[src/rtl/assert_macros.svh]
// ----------------------------------------------------------------------------
// Assertion macros
// Shared concurrent assertion wrappers; they compile away under SYNTHESIS.
// ----------------------------------------------------------------------------
`ifndef ASSERT_MACROS_SVH
`define ASSERT_MACROS_SVH

`ifndef SYNTHESIS
// Check prop on every edge outside reset.
`define BTI_ASSERT(lbl, clk, rst, prop) \
   lbl: assert property (@(posedge clk) disable iff (rst) prop) \
      else $error("bti assertion failed");
// Check prop on every edge, reset included.
`define BTI_ASSERT_ALWAYS(lbl, clk, prop) \
   lbl: assert property (@(posedge clk) prop) \
      else $error("bti assertion failed");
`else
`define BTI_ASSERT(lbl, clk, rst, prop)
`define BTI_ASSERT_ALWAYS(lbl, clk, prop)
`endif

`endif

[src/rtl/bti_pkg.sv]
// ----------------------------------------------------------------------------
// bti_pkg
// Types and constants shared by the table interpolator controller and datapath.
// ----------------------------------------------------------------------------
package bti_pkg;

   localparam int VAL_W  = 32;
   localparam int CNT_W  = 5;
   localparam int FRAC_W = 17;

   // command codes
   localparam logic [1:0] CMD_WR_X    = 2'd0;
   localparam logic [1:0] CMD_WR_Y    = 2'd1;
   localparam logic [1:0] CMD_WR_GRID = 2'd2;
   localparam logic [1:0] CMD_QUERY   = 2'd3;

   // region codes
   localparam logic [2:0] REGION_EMPTY    = 3'd0;
   localparam logic [2:0] REGION_LOW      = 3'd1;
   localparam logic [2:0] REGION_HIGH     = 3'd2;
   localparam logic [2:0] REGION_Y_EDGE   = 3'd3;
   localparam logic [2:0] REGION_X_EDGE   = 3'd4;
   localparam logic [2:0] REGION_INTERIOR = 3'd5;

   // configuration register indexes
   localparam logic [7:0] CSR_COUNT_X = 8'd0;
   localparam logic [7:0] CSR_COUNT_Y = 8'd1;

   typedef struct packed {
      logic       accept;
      logic       search_step;
      logic       classify;
      logic [1:0] fetch_rd_sel;
      logic       fetch_ld;
      logic [1:0] fetch_ld_sel;
      logic       diff_load;
      logic       div_init;
      logic       div_axis;
      logic       div_step;
      logic       frac_store_a;
      logic       frac_store_b;
      logic       mul_en;
      logic [2:0] mul_phase;
   } dp_cmd_type;

   typedef struct packed {
      logic search_done;
   } dp_stat_type;

endpackage

[src/rtl/bti_ctrl.sv]
// ----------------------------------------------------------------------------
// bti_ctrl
// Query sequencer: search, classify, fetch, two divisions, multiply-accumulate.
// ----------------------------------------------------------------------------
module bti_ctrl import bti_pkg::*; (
   input  logic        clock,
   input  logic        reset,
   input  logic        start,
   input  logic [1:0]  req_command,
   input  dp_stat_type stat,
   output dp_cmd_type  cmd,
   output logic        busy,
   output logic        rsp_valid
);

   localparam logic [CNT_W-1:0] FETCH_LAST = CNT_W'(4);
   localparam logic [CNT_W-1:0] DIV_LAST   = CNT_W'(FRAC_W - 1);
   localparam logic [CNT_W-1:0] MUL_LAST   = CNT_W'(4);

   typedef enum logic [2:0] {
      ST_IDLE, ST_SEARCH, ST_CLASSIFY, ST_FETCH,
      ST_DIV_INIT, ST_DIV_STEP, ST_DIV_STORE, ST_MUL
   } state_type;

   state_type        state_ff;
   logic [CNT_W-1:0] cnt_ff;
   logic [CNT_W-1:0] cnt_dec;
   logic             axis_ff;
   logic             busy_ff;
   logic             valid_ff;

   assign busy      = busy_ff;
   assign rsp_valid = valid_ff;
   assign cnt_dec   = cnt_ff - CNT_W'(1);

   always_ff @(posedge clock) begin
      if (reset) begin
         state_ff <= ST_IDLE;
         cnt_ff   <= '0;
         axis_ff  <= 1'b0;
         busy_ff  <= 1'b0;
         valid_ff <= 1'b0;
      end else begin
         valid_ff <= 1'b0;
         unique case (state_ff)
            ST_IDLE: begin
               if (start && req_command == CMD_QUERY) begin
                  state_ff <= ST_SEARCH;
                  busy_ff  <= 1'b1;
               end
            end
            ST_SEARCH: begin
               if (stat.search_done) state_ff <= ST_CLASSIFY;
            end
            ST_CLASSIFY: begin
               state_ff <= ST_FETCH;
               cnt_ff   <= '0;
            end
            ST_FETCH: begin
               if (cnt_ff == FETCH_LAST) begin
                  state_ff <= ST_DIV_INIT;
                  axis_ff  <= 1'b0;
               end else begin
                  cnt_ff <= cnt_ff + CNT_W'(1);
               end
            end
            ST_DIV_INIT: begin
               state_ff <= ST_DIV_STEP;
               cnt_ff   <= '0;
            end
            ST_DIV_STEP: begin
               if (cnt_ff == DIV_LAST) state_ff <= ST_DIV_STORE;
               else cnt_ff <= cnt_ff + CNT_W'(1);
            end
            ST_DIV_STORE: begin
               if (!axis_ff) begin
                  axis_ff  <= 1'b1;
                  state_ff <= ST_DIV_INIT;
               end else begin
                  state_ff <= ST_MUL;
                  cnt_ff   <= '0;
               end
            end
            ST_MUL: begin
               if (cnt_ff == MUL_LAST) begin
                  state_ff <= ST_IDLE;
                  busy_ff  <= 1'b0;
                  valid_ff <= 1'b1;
               end else begin
                  cnt_ff <= cnt_ff + CNT_W'(1);
               end
            end
            default: state_ff <= ST_IDLE;
         endcase
      end
   end

   always_comb begin
      cmd        = '0;
      cmd.accept = start & ~busy_ff;
      unique case (state_ff)
         ST_IDLE:     ;
         ST_SEARCH:   cmd.search_step = ~stat.search_done;
         ST_CLASSIFY: cmd.classify = 1'b1;
         ST_FETCH: begin
            cmd.fetch_rd_sel = cnt_ff[1:0];
            cmd.fetch_ld     = (cnt_ff != '0);
            cmd.fetch_ld_sel = cnt_dec[1:0];
         end
         ST_DIV_INIT: begin
            cmd.div_init  = 1'b1;
            cmd.div_axis  = axis_ff;
            cmd.diff_load = ~axis_ff;
         end
         ST_DIV_STEP: cmd.div_step = 1'b1;
         ST_DIV_STORE: begin
            cmd.frac_store_a = ~axis_ff;
            cmd.frac_store_b = axis_ff;
         end
         ST_MUL: begin
            cmd.mul_en    = 1'b1;
            cmd.mul_phase = cnt_ff[2:0];
         end
         default: ;
      endcase
   end

endmodule

[config.mk]
export PLATFORM = sky130hd
export DESIGN_NAME = bti_ctrl
export DESIGN_NICKNAME = d
export VERILOG_FILES = /design/src/rtl/assert_macros.svh /design/src/rtl/bti_pkg.sv /design/src/rtl/bti_ctrl.sv
export SDC_FILE = /design/constraint.sdc
export NUM_CORES = 1
export LEC_CHECK = 0
export ABC_CLOCK_PERIOD_IN_PS = 5400
export BUFFER_PORTS_ARGS = -buffer_cell sky130_fd_sc_hd__clkbuf_2
export CORE_MARGIN = 2
export CORE_UTILIZATION = 40
export DETAILED_ROUTE_END_ITERATION = 10
export PLACE_DENSITY = 0.69
export SKIP_LAST_GASP = 1
export SLEW_MARGIN = 20
export SYNTH_ARGS = -nofsm -noshare
export SYNTH_HDL_FRONTEND = slang
export SYNTH_SLANG_ARGS = --single-unit
[constraint.sdc]
create_clock -name clock -period 5.4 [get_ports clock]
set_clock_uncertainty 0.05 [all_clocks]
set_input_delay 0.54 -clock clock [delete_from_list [all_inputs] [get_ports clock]]
set_output_delay 0.54 -clock clock [all_outputs]
set_load 0.005 [all_outputs]
Yosys cells after proc, flatten, opt, wreduce, memory -nomap -nowiden
Cells that the tools add are included.
{"block": "op_classes", "n_reduce_logical": 13, "n_eq_ne": 18, "n_addsub": 2, "mux": 23, "bitwise": 5}
{"operator": "3-bit case mux with 8 select lines", "count": 1}
{"operator": "5-bit 2-to-1 mux", "count": 4}
{"operator": "5-bit case mux with 4 select lines", "count": 1}
{"operator": "3-bit 2-to-1 mux", "count": 6}
{"operator": "2-bit inequality test (second input constant)", "count": 8}
{"operator": "3-bit equality test (second input constant)", "count": 4}
{"operator": "3-bit by 2-bit equality test with 1-bit output (second input constant)", "count": 2}
{"operator": "1-bit 2-to-1 mux", "count": 6}
{"operator": "2-bit OR reduction", "count": 3}
{"operator": "5-bit by 1-bit adder with 5-bit output (second input constant)", "count": 1}
{"operator": "5-bit by 3-bit equality test with 1-bit output (second input constant)", "count": 1}
{"operator": "5-bit equality test (second input constant)", "count": 1}
{"operator": "5-bit AND reduction", "count": 1}
{"operator": "5-bit nonzero test", "count": 1}
{"operator": "2-bit 2-to-1 mux", "count": 2}
{"operator": "4-bit 2-to-1 mux", "count": 1}
{"operator": "1-bit inverter", "count": 4}
{"operator": "1-bit case mux with 2 select lines", "count": 2}
{"operator": "4-bit AND reduction", "count": 1}
{"operator": "2-bit nonzero test", "count": 2}
{"operator": "4-bit nonzero test", "count": 1}
{"operator": "3-bit by 1-bit equality test with 1-bit output (second input constant)", "count": 1}
{"operator": "3-bit zero test", "count": 1}
{"operator": "3-bit AND reduction", "count": 1}
{"operator": "5 further kinds", "count": 5}
{"block": "totals", "out_inout_bits": 20, "in_bits": 6, "register_bits": 11}

Longest topological paths before layout
{"block": "logic_depth", "ltp_word": 4, "depth_mapped": 6}

Worst setup path before layout
No wires, ideal clock.
{"block": "synth_path", "path_kind": "register to register", "startpoint": "reg cnt_ff[0]", "endpoint": "reg cnt_ff[2]", "path_buffers": 0, "t_arrival_ns": 1.577, "synth_period_minus_slack_ns": 1.748, "path_stages_with_launch": 7, "setup_slack_ns": 3.652, "setup_time_ns": 0.122, "cell_sequence": "dfxtp_1 inv_1 ha_1 nor4bb_4 a211oi_4 nor3_2 a221o_1"}
{"block": "synth_between", "elab_chain_cells": 3}
{"element": "start: declaration", "line_no": "bti_ctrl.sv:26", "text": "logic [CNT_W-1:0] cnt_ff;"}
{"element": "start signal: assignment", "line_no": "bti_ctrl.sv:64", "text": "cnt_ff <= cnt_ff + CNT_W'(1);"}
{"element": "start signal: assignment", "line_no": "bti_ctrl.sv:73", "text": "else cnt_ff <= cnt_ff + CNT_W'(1);"}
{"element": "start signal: assignment", "line_no": "bti_ctrl.sv:90", "text": "cnt_ff <= cnt_ff + CNT_W'(1);"}
{"element": "5-bit by 1-bit adder with 5-bit output, or another cell as far along", "line_no": "bti_ctrl.sv:64, bti_ctrl.sv:73, bti_ctrl.sv:90"}
{"element": "5-bit 2-to-1 mux, or another cell as far along", "line_no": "bti_ctrl.sv:60, bti_ctrl.sv:85"}
{"element": "5-bit case mux with 4 select lines or 4-bit AND reduction (tied branches)"}
Several ways; a longest one is shown, not always the timed one. The select of a mux whose other input is x is not followed.
A chain may end at the register's enable or synchronous reset.

==> summary.md <==
| Metric | Value |
|---|---|
| Fillcell total | `201` |
| Worst slew pin tran | `0.6616 ns` |
| Placed cell area | `948.4 um2` |
| List of most frequent post-synthesis cells | `sky130_fd_sc_hd__dfxtp_1, sky130_fd_sc_hd__nor3_1, sky130_fd_sc_hd__nor2_1` |
| Cts bufs inserted | `3` |
| Number of sinks driven by the clock tree | `11` |
| Inst Count DP | `143` |
| # IOs | `26` |
| Total number of H-tree levels | `1` |
| Post-route antenna net violation count | `0` |
| Internal Dissipation | `0.0001344 W` |
| Type of the worst min-delay path | `reg2reg` |
| Synth area leaders | `sky130_fd_sc_hd__dfxtp_1, sky130_fd_sc_hd__nor3_1, sky130_fd_sc_hd__nor3b_1` |
| Root Buffer Master | `sky130_fd_sc_hd__clkbuf_4` |
| Number of placement rows | `16` |
| Final hold violations | `0` |
| Number of max-cap violations | `0` |
| Longest Clk Path Bufs | `2` |
| Netlist cell types | `39` |
| Number of global-route vias before repair | `663` |
| Unrepaired setup endpoints after global routing | `no` |
| Initial Utilization | `42.01%` |
| Total count of max-transition violations in the final report | `0` |
| Maximum number of pins on one net before global-route repair | `24` |
| Insertion delay of the later-clocked pin in the worst-skew pair | `0.27 ns` |
| Clock network power share | `29.9%` |
| Post-route standard cell area excluding fillers | `974.7 um2` |
| Total track usage | `16.96%` |
| DPL Wire Length | `1.369 mm` |
| EDFF count, synth | `0` |
| CP Max Fanout | `23` |
| DRC violations left | `0` |
| Total power per unit cell area | `199.7 nW/um2` |
| Post-CTS setup buffers | `0` |
| WP data required | `4.81 ns` |
| Proportion of power drawn by flip-flops and latches | `50.3%` |
| Area growth, synth to finish | `19.48%` |
| Cell chain of the critical path | `nor3b_1 > nor2b_1 > clkbuf_2` |
| Fraction of post-synthesis cell area in the top cell type by area | `26.99%` |
| Final critical path time including I/O delays and setup | `2.229 ns` |
| Top achievable clock speed | `0.4487 GHz` |
| Sw Pwr | `0.00006026 W` |
| Switching portion of total power | `30.96%` |
| Combinational fraction of design power | `19.8%` |
| Yosys synthesis warning count | `0` |
| Top FF cell, synth | `sky130_fd_sc_hd__dfxtp_1` |
| Share of cells above drive strength 1 | `32.50%` |
| Sort of element at the start of the critical path | `flip-flop` |
| Routed vias/inst | `5.361` |
| Total gr overflow | `0` |
| Seq/Total Area, Yosys | `26.99%` |
| Relative slew margins | `55.83%` |
| Critical path endpoint category | `output pin` |
| CP Buf/Inv Count | `1` |
| I/O Buffers | `25` |
| Leakage | `0.4129 nW` |
| Core outline area | `1942 um2` |
| Nets in the synthesized netlist | `105` |
| Slowest stage cell on the critical path | `sky130_fd_sc_hd__dfxtp_1` |
| TritonCTS clock tree | `built` |
| DIE AREA | `2417 um2` |
| Global-route wire length before repair | `3.180 mm` |
| Critical path type | `reg2out` |
| First-iteration detailed-routing DRC count | `7` |
| Routability cong. | `0.7983` |
| Number of storage elements in the synthesis netlist | `11` |
| Total wire length after detailed routing | `1.838 mm` |
| Setup violators final | `0` |
| Run status | `finished clean` |
| Number of antenna violations at the first check in global routing | `0` |
| Number of iterations in the first detailed-routing pass | `4` |
| Chip width | `49.16 um` |
| Die Ht | `49.16 um` |
| Reg clk slew, reported paths | `0.08 ns` |
| Post-synthesis async set-or-reset flop share | `0%` |
| Post-synthesis cell type with the largest combined area | `sky130_fd_sc_hd__dfxtp_1` |
| Post-cts hold buffer count | `0` |
| Mean instance size in the synthesized netlist | `8.410 um2` |
| Total negative slack for setup checks | `0 ns` |
| Number of gates given a new drive strength after cts | `0` |
| IR Drop Worst-Case VDD | `0.0001342 V` |
| Detail-routed net length per standard cell | `12.50 um` |
| Post-route clock period utilization | `41.27%` |
| Data arrival at the endpoint of the critical path | `1.64 ns` |
| Antenna diodes | `0` |
| Syn Inst Count | `97` |
| Cell family contributing the most delay on the critical path | `flip-flops` |
| Number of vias in the routed layout | `788` |
| Crit path largest cell delay | `0.75 ns` |
| Area of the mapped netlist | `815.8 um2` |
| Post-layout instance count excluding filler cells | `147` |
| Count of nets after finishing | `129` |
[worst paths after layout]
path / start / to / slack, ns / depth (start not counted)
worst max-delay path: state_ff[2] / cmd[9] / 3.17 / 3
worst min-delay path: busy / busy / 0.49 / 2
worst max register to register: cnt_ff[0] / cnt_ff[2] / 3.50 / 6
worst min register to register: busy / busy / 0.49 / 2
[power by group through the flow]
| stage | registers [W] | clock network, W | logic [W] |
|---|---|---|---|
| after floorplan | 0.0000940 | 0 | 0.0000336 |
| after global placement | 0.0000998 | 0 | 0.0000384 |
| after detailed placement | 0.0000999 | 0 | 0.0000384 |
| after CTS | 0.0000979 | 0.0000600 | 0.0000387 |
| after global routing | 0.000100 | 0.0000662 | 0.0000432 |
| final | 0.0000979 | 0.0000583 | 0.0000384 |
[metal layers]
layer | track usage, % | part of all wire, % | vias to the layer above
li1 | - | - | 400
met1 | 24.57 | 48 | 365
met2 | 23.87 | 45 | 19
met3 | 3.681 | 4.8 | 4
met4 | 7.143 | 1.5 | 0
met5 | 0 | 0 | -
[stage by stage]
stage / hold slack (ns) / worst slack (ns) / total power, W / utilization (%)
finish: 0.4885 / 3.171 / 0.0001947 / 50.19
CTS: 0.4930 / 3.168 / 0.0001966 / 50.19
floorplan: 0.4598 / 3.652 / 0.0001276 / -
global placement: 0.4725 / 3.508 / 0.0001382 / 48.84
detailed placement: 0.4812 / 3.463 / 0.0001383 / 48.84
global route: 0.5099 / 2.985 / 0.0002094 / 50.19
[cells by family (layout without fill, tap and decap cells)]
family	count (synthesis)	in the layout	share of synthesized area [%]
AOI/OAI and AO/OA	21	21	21.93
adders and majority gates	2	2	3.067
xor gates and xnor gates	1	1	1.074
and+or+nand+nor	53	53	42.33
DFF	11	11	26.99
buffers and inverters	9	32	4.600
[cell usage in the layout (no fill, tap or decap), types with 2 or more instances in the layout]
cell type,instances
sky130_fd_sc_hd__a211oi_2,2
sky130_fd_sc_hd__a21oi_1,3
sky130_fd_sc_hd__and2_1,4
sky130_fd_sc_hd__and3_1,3
sky130_fd_sc_hd__clkbuf_2,25
sky130_fd_sc_hd__clkbuf_4,3
sky130_fd_sc_hd__dfxtp_1,11
sky130_fd_sc_hd__ha_1,2
sky130_fd_sc_hd__inv_1,3
sky130_fd_sc_hd__nand2_1,3
sky130_fd_sc_hd__nand2b_1,3
sky130_fd_sc_hd__nand3_1,3
sky130_fd_sc_hd__nand4bb_1,2
sky130_fd_sc_hd__nor2_1,6
sky130_fd_sc_hd__nor2b_1,5
sky130_fd_sc_hd__nor3_1,11
sky130_fd_sc_hd__nor3b_1,5
sky130_fd_sc_hd__o21ai_0,4
[worst register-to-register path, stage by stage (launching register included)]
cell and delay [ns]:
sky130_fd_sc_hd__dfxtp_1 0.43, sky130_fd_sc_hd__inv_1 0.09, sky130_fd_sc_hd__ha_1 0.25, sky130_fd_sc_hd__nor4bb_4 0.20, sky130_fd_sc_hd__a211oi_4 0.34, sky130_fd_sc_hd__nor3_2 0.10, sky130_fd_sc_hd__a221o_1 0.35
[final cells by class]
cell class	count	area (um2)	area share, %
Tap cell	27	33.78	3.466
Sequential cell	11	220.2	22.59
Clock buffer	4	26.28	2.696
Timing Repair Buffer	25	125.1	12.84
Inverter	3	11.26	1.155
Multi-Input combinational cell	77	558.0	57.25
[state kept, by name, summed over array words and instances (netlist names)]
| signal | count |
|---|---|
| cnt_ff | 5 |
| state_ff | 3 |
| axis_ff | 1 |
| busy | 1 |
| rsp_valid | 1 |
Power figures use the tool's default switching activity.
